===== config.mk =====
export PLATFORM = sky130hd
export DESIGN_NAME = rtcm3_back_flat
export DESIGN_NICKNAME = d
export VERILOG_FILES = /design/src/sv/rtcm3_pkg.sv /design/src/sv/rtcm3_out_if.sv /design/src/sv/rtcm3_back.sv /design/src/flat_wrapper.sv
export SDC_FILE = /design/constraint.sdc
export NUM_CORES = 1
export LEC_CHECK = 0
export ABC_AREA = 1
export ABC_CLOCK_PERIOD_IN_PS = 3900
export BUFFER_PORTS_ARGS = -buffer_cell sky130_fd_sc_hd__buf_2
export CORE_ASPECT_RATIO = 1.25
export CORE_MARGIN = 4
export CORE_UTILIZATION = 35
export CTS_CLUSTER_DIAMETER = 150
export DETAILED_ROUTE_END_ITERATION = 10
export PLACE_DENSITY_LB_ADDON = 0.2
export SLEW_MARGIN = 10
export SYNTH_ARGS = -nofsm -noshare
export SYNTH_HDL_FRONTEND = slang
export SYNTH_SLANG_ARGS = --single-unit

===== constraint.sdc =====
create_clock -name i_clk -period 3.9 [get_ports i_clk]
set_clock_uncertainty 0.15 [all_clocks]
set_input_delay 0.195 -clock i_clk [delete_from_list [all_inputs] [get_ports i_clk]]
set_output_delay 0.195 -clock i_clk [all_outputs]
set_load 0.02 [all_outputs]

===== src/sv/rtcm3_pkg.sv =====
package rtcm3_pkg;

    localparam int unsigned BYTE_W = 8;
    localparam int unsigned CRC_W  = 24;
    localparam int unsigned IDX_W  = 11;
    localparam int unsigned LEN_W  = 10;
    localparam int unsigned TYPE_W = 12;

    // CRC-24Q polynomial 0x1864CFB with the implicit x^24 term dropped
    localparam logic [CRC_W-1:0] CRC_POLY = 24'h864CFB;
    localparam logic [BYTE_W-1:0] PREAMBLE_RESET = 8'hD3;

    typedef enum logic [1:0] {
        K_START = 2'd0,   // preamble byte, opens a frame
        K_CRC   = 2'd1,   // header or payload byte, covered by the CRC
        K_TRAIL = 2'd2,   // trailing CRC byte
        K_FINAL = 2'd3    // last trailing CRC byte, closes the frame
    } t_kind;

    typedef enum logic [1:0] {
        TS_NONE = 2'd0,
        TS_HIGH = 2'd1,   // frame byte 3: type bits 11..4
        TS_LOW  = 2'd2    // frame byte 4: type bits 3..0
    } t_type_sel;

    typedef enum logic [1:0] {
        ST_OK         = 2'd0,
        ST_CRC_FAIL   = 2'd1,
        ST_INCOMPLETE = 2'd2
    } t_status;

    typedef struct packed {
        t_kind              kind;
        t_type_sel          type_sel;
        logic               last;
        logic [BYTE_W-1:0]  data;
        logic [LEN_W-1:0]   length;
    } t_token;

    function automatic logic [CRC_W-1:0] crc24q_byte(input logic [CRC_W-1:0] crc,
                                                     input logic [BYTE_W-1:0] b);
        logic [CRC_W-1:0] c;
        c = crc ^ {b, 16'h0000};
        for (int k = 0; k < BYTE_W; k++) begin
            if (c[CRC_W-1]) begin
                c = {c[CRC_W-2:0], 1'b0} ^ CRC_POLY;
            end else begin
                c = {c[CRC_W-2:0], 1'b0};
            end
        end
        return c;
    endfunction

endpackage


===== src/sv/rtcm3_out_if.sv =====
interface rtcm3_out_if;
    logic        valid;
    logic        ready;
    logic [11:0] message_type;
    logic [9:0]  payload_length;
    logic [23:0] crc_received;
    logic [23:0] crc_computed;
    logic [1:0]  frame_status;

    modport source (output valid, output message_type, output payload_length,
                    output crc_received, output crc_computed, output frame_status,
                    input ready);
    modport sink   (input valid, input message_type, input payload_length,
                    input crc_received, input crc_computed, input frame_status,
                    output ready);
endinterface


===== src/sv/rtcm3_back.sv =====
module rtcm3_back (
    input  logic                      i_clk,
    input  logic                      i_rst_n,
    input  logic                      i_q_valid,
    input  rtcm3_pkg::t_token         i_q_token,
    output logic                      o_q_pop,
    rtcm3_out_if.source               o_out
);
    import rtcm3_pkg::*;

    logic [TYPE_W-1:0]  r_type_acc, n_type_acc;
    logic [CRC_W-1:0]   r_crc_acc, n_crc_acc;
    logic [CRC_W-1:0]   r_trail_acc, n_trail_acc;

    logic               r_valid;
    logic [TYPE_W-1:0]  r_type;
    logic [LEN_W-1:0]   r_len;
    logic [CRC_W-1:0]   r_crc_rx;
    logic [CRC_W-1:0]   r_crc_cmp;
    t_status            r_status;

    logic               emit;
    t_status            emit_status;
    logic [CRC_W-1:0]   emit_rx, emit_calc;

    assign o_q_pop = i_q_valid && (!r_valid || o_out.ready);

    always_comb begin
        n_type_acc  = (i_q_token.kind == K_START) ? '0 : r_type_acc;
        n_crc_acc   = r_crc_acc;
        n_trail_acc = r_trail_acc;
        emit        = 1'b0;
        emit_status = ST_INCOMPLETE;
        emit_rx     = '0;
        emit_calc   = '0;

        // type bits follow frame position, even into the trailer
        case (i_q_token.type_sel)
            TS_HIGH: n_type_acc = {i_q_token.data, 4'h0};
            TS_LOW:  n_type_acc = n_type_acc | {8'h00, i_q_token.data[7:4]};
            default: ;
        endcase

        case (i_q_token.kind)
            K_START: begin
                n_crc_acc   = crc24q_byte('0, i_q_token.data);
                n_trail_acc = '0;
                emit        = i_q_token.last;
            end
            K_CRC: begin
                n_crc_acc = crc24q_byte(r_crc_acc, i_q_token.data);
                emit      = i_q_token.last;
            end
            K_TRAIL: begin
                n_trail_acc = {r_trail_acc[CRC_W-9:0], i_q_token.data};
                emit        = i_q_token.last;
            end
            default: begin
                n_trail_acc = {r_trail_acc[CRC_W-9:0], i_q_token.data};
                emit        = 1'b1;
                emit_rx     = n_trail_acc;
                emit_calc   = r_crc_acc;
                emit_status = (n_trail_acc == r_crc_acc) ? ST_OK : ST_CRC_FAIL;
            end
        endcase
    end

    always_ff @(posedge i_clk) begin
        if (o_q_pop) begin
            r_type_acc  <= n_type_acc;
            r_crc_acc   <= n_crc_acc;
            r_trail_acc <= n_trail_acc;
        end
        if (o_q_pop && emit) begin
            r_type     <= n_type_acc;
            r_len      <= i_q_token.length;
            r_crc_rx   <= emit_rx;
            r_crc_cmp  <= emit_calc;
            r_status   <= emit_status;
        end
    end

    always_ff @(posedge i_clk) begin
        if (!i_rst_n) begin
            r_valid <= 1'b0;
        end else if (o_q_pop && emit) begin
            r_valid <= 1'b1;
        end else if (o_out.ready) begin
            r_valid <= 1'b0;
        end
    end

    assign o_out.valid          = r_valid;
    assign o_out.message_type   = r_type;
    assign o_out.payload_length = r_len;
    assign o_out.crc_received   = r_crc_rx;
    assign o_out.crc_computed   = r_crc_cmp;
    assign o_out.frame_status   = r_status;

    a_final_emits: assert property (@(posedge i_clk) disable iff (!i_rst_n)
        (o_q_pop && i_q_token.kind == K_FINAL)
            |=> (r_valid && r_status != ST_INCOMPLETE))
        else $error("back: frame close did not give a checked result");

    a_incomplete_zero: assert property (@(posedge i_clk) disable iff (!i_rst_n)
        (r_valid && r_status == ST_INCOMPLETE) |-> (r_crc_rx == '0 && r_crc_cmp == '0))
        else $error("back: incomplete result carries CRC values");

endmodule


===== src/flat_wrapper.sv =====
// flat-port wrapper written by rule: the top's interface ports become plain ports
module rtcm3_back_flat import rtcm3_pkg::*;
  (i_clk, i_rst_n, i_q_valid, i_q_token, o_q_pop, o_out_valid, o_out_message_type, o_out_payload_length, o_out_crc_received, o_out_crc_computed, o_out_frame_status, o_out_ready);
  rtcm3_out_if o_out_i ();
  input  logic i_clk;
  input  logic i_rst_n;
  input  logic i_q_valid;
  input  rtcm3_pkg::t_token i_q_token;
  output logic o_q_pop;
  output wire logic [$bits(o_out_i.valid)-1:0] o_out_valid;
  output wire logic [$bits(o_out_i.message_type)-1:0] o_out_message_type;
  output wire logic [$bits(o_out_i.payload_length)-1:0] o_out_payload_length;
  output wire logic [$bits(o_out_i.crc_received)-1:0] o_out_crc_received;
  output wire logic [$bits(o_out_i.crc_computed)-1:0] o_out_crc_computed;
  output wire logic [$bits(o_out_i.frame_status)-1:0] o_out_frame_status;
  input wire logic [$bits(o_out_i.ready)-1:0] o_out_ready;
  assign o_out_valid = o_out_i.valid;
  assign o_out_message_type = o_out_i.message_type;
  assign o_out_payload_length = o_out_i.payload_length;
  assign o_out_crc_received = o_out_i.crc_received;
  assign o_out_crc_computed = o_out_i.crc_computed;
  assign o_out_frame_status = o_out_i.frame_status;
  assign o_out_i.ready = o_out_ready;
  rtcm3_back u_core (.i_clk(i_clk), .i_rst_n(i_rst_n), .i_q_valid(i_q_valid), .i_q_token(i_q_token), .o_q_pop(o_q_pop), .o_out(o_out_i));
endmodule

==> impl_summary.log <==
[metrics] Flop pwr share: 0.405
[metrics] via density per instance: 4.85
[metrics] post-CTS clock slew at the launch and capture registers of the worst setup and hold paths: around 0.060 ns
[metrics] clock tree sinks: roughly 130
[metrics] gate count of the mapped netlist: 619
[metrics] global-route wire length before repair: 26600 µm
[metrics] result of the run: finished clean
[metrics] leakage power total: 3.44 nW
[metrics] starting density of the core: 0.361
[metrics] fraction of power spent switching nets: 0.295
[metrics] number of synthesized flops with an enable pin: about 120
[metrics] Yosys warnings: 0
[metrics] total of flip-flops plus latches after synthesis: between 100 and 150
[metrics] synthesized area: 6390 µm²
[metrics] largest net degree at the start of global routing: 69
[metrics] measured slew at the worst slew-check pin: approximately 0.86 ns
[metrics] Inserted Diodes: 0
[metrics] height of the chip: between 150 and 200 µm
[metrics] Total Power: 0.00409 W
[metrics] endpoints failing hold: 0
[metrics] Buffers & Inverters on Critical Path: 3
[metrics] buffers from clock root to sink, at most: 2
[metrics] final routed DRC violation total: 0
[metrics] Most common cell on crit path: sky130_fd_sc_hd__inv_1
[metrics] number of antenna violations at the first check in global routing: 0
[metrics] minimum clock period: 2.63 ns
[metrics] final global-route overflow total: 0
[metrics] Avg Inst Size Synth: 10.3 µm²
[metrics] number of buffers created by CTS: 17
[metrics] main flop type after synthesis: sky130_fd_sc_hd__edfxtp_1
[metrics] sequential area share after synthesis: 0.586
[metrics] drt wl/cell: between 15 and 20 µm
[metrics] Post-synth top cells: sky130_fd_sc_hd__edfxtp_1 (124), sky130_fd_sc_hd__nand2_1 (122), sky130_fd_sc_hd__nor2_1 (79), sky130_fd_sc_hd__inv_1 (67), sky130_fd_sc_hd__nand3_1 (52)
[metrics] synth-to-layout area growth: 22.9%
[metrics] RSZ-0062 raised after global routing: false
[metrics] upper clock frequency limit: between 300 and 400 MHz
[metrics] Rel. slew slack: 0.421
[metrics] portion of the clock cycle consumed by the worst path in the final layout: 0.674
[metrics] post-cts repair resize count: 0
[metrics] Setup Crit Path Kind: reg -> out
[metrics] die footprint: 20500 µm²
[metrics] number of placement rows: 54
[metrics] Pre-Repair DR Iteration Count: 5
[metrics] element type at the critical path start: flip-flop
[metrics] layout net count: 767
[metrics] dominant delay contributor by cell family on the critical path: buffers and inverters
[metrics] top post-synthesis cells by area: sky130_fd_sc_hd__edfxtp_1 (58%), sky130_fd_sc_hd__nand2_1 (7.2%), sky130_fd_sc_hd__xor2_1 (5.8%), sky130_fd_sc_hd__nor2_1 (4.6%), sky130_fd_sc_hd__nand3_1 (4.1%)
[metrics] fraction of power consumed by combinational cells: 0.190
[metrics] placeable core region: 17700 µm²
[metrics] crit path DAT: 2.28 ns
[metrics] total detailed-routing wirelength: 17000 µm
[metrics] Unique masters post-synth: 39
[metrics] antenna violation net count after detailed routing: 0
[metrics] final count of negative-setup-slack endpoints: 0
[metrics] maximum resistive drop on vdd: between 0.0002 and 0.0003 V
[metrics] power spent charging and discharging nets: 0.00121 W
[metrics] peak per-stage delay on the critical path: 0.67 ns
[metrics] global-route usage over all layers: 0.170
[metrics] I/O pin count: 101
[metrics] WP data required: 3.56 ns
[metrics] ys async rst share: 0
[metrics] top cell type by total area after synthesis: sky130_fd_sc_hd__edfxtp_1
[metrics] maximum net fanout on the critical path: 13
[metrics] worst hold-check path type: in -> reg
[metrics] endpoint kind of the worst setup timing path: primary output
[metrics] number of filler instances in the final layout: 1715
[metrics] clk root buf: sky130_fd_sc_hd__clkbuf_16
[metrics] count of pins over their slew limit: 0
[metrics] final weighted congestion of routability-driven global placement: between 0.9 and 1
[metrics] Critical-path top delay cell: sky130_fd_sc_hd__o21ai_0
[metrics] internal power summed over all cells: 0.00288 W
[metrics] buffers added on ports: 100
[metrics] fraction of final layout cells with drive strength greater than 1: 0.224
[metrics] violation count after the first detailed-routing iteration: between 400 and 500
[metrics] areal power density over the cells: roughly 520 nW/µm²
[metrics] CTS tree: yes
[metrics] cell-by-cell listing of the critical path: inv_1, o21ai_0, inv_1, buf_2
[metrics] area share of the largest cell type after synthesis: 0.583
[metrics] chip width: 129 µm
[metrics] total number of vias: 4731
[metrics] number of global-route vias before repair: 4775
[metrics] clock network fraction of design power: 0.404
[metrics] H-tree level count: 4
[metrics] MaxCap Viol Count: 0
[metrics] Util after Layout: 0.443
[metrics] summed negative setup slack over all endpoints: 0 ns
[metrics] nets in the synthesized netlist: 648
[metrics] most frequently used cell type in the post-synthesis netlist: sky130_fd_sc_hd__edfxtp_1
[metrics] dpl hpwl: 12600 µm
[metrics] clock network latency to the later pin of the worst-skew pair: 0.43 ns
-- state kept, by name, summed over array words and instances (netlist names) --
name                         cells
u_core.o_out.crc_computed       24
u_core.o_out.crc_received       24
u_core.o_out.frame_status        2
u_core.o_out.message_type       12
u_core.o_out.payload_length     10
u_core.o_out.valid               1
u_core.r_crc_acc                24
u_core.r_trail_acc              16
u_core.r_type_acc               12
-- power by group through the flow --
stage | Sequential, W | Clock, W | Combinational, W
3_5_place_dp | 0.00169 | 0 | 0.000760
6_report | 0.00166 | 0.00165 | 0.000778
2_1_floorplan | 0.00173 | 0 | 0.000503
4_1_cts | 0.00166 | 0.00167 | 0.000776
5_1_grt | 0.00167 | 0.00173 | 0.000857
3_3_place_gp | 0.00169 | 0 | 0.000759
-- area by class of cell --
| class | instances | area, µm² | share of cell area |
|---|---|---|---|
| flip-flops and latches | 125 | 3740 | 0.477 |
| clock inverters | 14 | 180 | 0.0230 |
| repair buffers | 119 | 676 | 0.0861 |
| well taps | 224 | 280 | 0.0357 |
| clock buffers | 18 | 429 | 0.0547 |
| inverters | 72 | 273 | 0.0348 |
| multi-input cells | 403 | 2270 | 0.289 |
-- through the flow --
step / std cells / instance area (µm²) / worst slack (ns) / hold WS [ns]
global route: 975 / 7850 / 1.05 / 0.0658
CTS: 975 / 7850 / 1.20 / 0.0147
finish: 975 / 7850 / 1.27 / 0.0358
floorplan: 619 / 6390 / 0.812 / 0.144
detailed placement: 930 / 7110 / 1.39 / 0.224
global placement: 930 / 7110 / 1.40 / 0.222
-- timing repair --
item,CTS,global route
endpoints found under the hold margin,12,0
hold buffers,13,0
endpoints found under the setup margin,0,0
setup buffers,0,0
-- tightest hold or removal path, delay by kind of cell --
| kind | cells | cell delay [ns] |
|---|---|---|
| AND/OR/NAND/NOR | 1 | 0.10 |
| buffers and inverters | 2 | 0.21 |
-- placed cells by master (no fill, tap or decap), types with 3 or more instances in the layout --
| cell | instances |
|---|---|
| sky130_fd_sc_hd__nand2_4 | 4 |
| sky130_fd_sc_hd__nand3_2 | 4 |
| sky130_fd_sc_hd__nand3_1 | 52 |
| sky130_fd_sc_hd__nand3b_1 | 5 |
| sky130_fd_sc_hd__buf_4 | 6 |
| sky130_fd_sc_hd__o21ai_0 | 20 |
| sky130_fd_sc_hd__xnor2_1 | 19 |
| sky130_fd_sc_hd__clkbuf_16 | 17 |
| sky130_fd_sc_hd__inv_1 | 67 |
| sky130_fd_sc_hd__inv_2 | 4 |
| sky130_fd_sc_hd__nand2_1 | 122 |
| sky130_fd_sc_hd__nand2_2 | 10 |
| sky130_fd_sc_hd__buf_2 | 100 |
| sky130_fd_sc_hd__inv_6 | 6 |
| sky130_fd_sc_hd__dlygate4sd3_1 | 13 |
| sky130_fd_sc_hd__xnor3_1 | 3 |
| sky130_fd_sc_hd__edfxtp_1 | 124 |
| sky130_fd_sc_hd__nor2_1 | 77 |
| sky130_fd_sc_hd__bufinv_16 | 3 |
| sky130_fd_sc_hd__a21oi_1 | 13 |
| sky130_fd_sc_hd__o22ai_1 | 10 |
| sky130_fd_sc_hd__clkinv_4 | 3 |
| sky130_fd_sc_hd__xor2_1 | 42 |
-- cell families after synthesis --
family	share of synthesized area
simple gates	0.200
flops	0.586
buf+inv	0.0605
xor+xnor	0.108
compound gates	0.0400
fa+ha+maj	0.00392
mux	0.00157
-- worst paths after layout --
| path | start | endpoint | slack, ns | cells after the start |
|---|---|---|---|---|
| setup / recovery | u_core.o_out.valid | o_q_pop | 1.27 | 4 |
| hold / removal | i_q_token[22] | u_core.o_out.frame_status[0] | 0.04 | 3 |
| setup reg to reg | u_core.r_crc_acc[23] | u_core.r_crc_acc[7] | 1.34 | 11 |
| hold reg to reg | u_core.r_trail_acc[13] | u_core.o_out.crc_received[21] | 0.46 | 2 |
-- routing by layer --
metal	share of wire	GRT usage
met2	0.50	0.283
met3	0.057	0.0362
met5	0	0
met1	0.40	0.207
met4	0.038	0.0831
No activity file was read; power rests on OpenSTA's default activity.
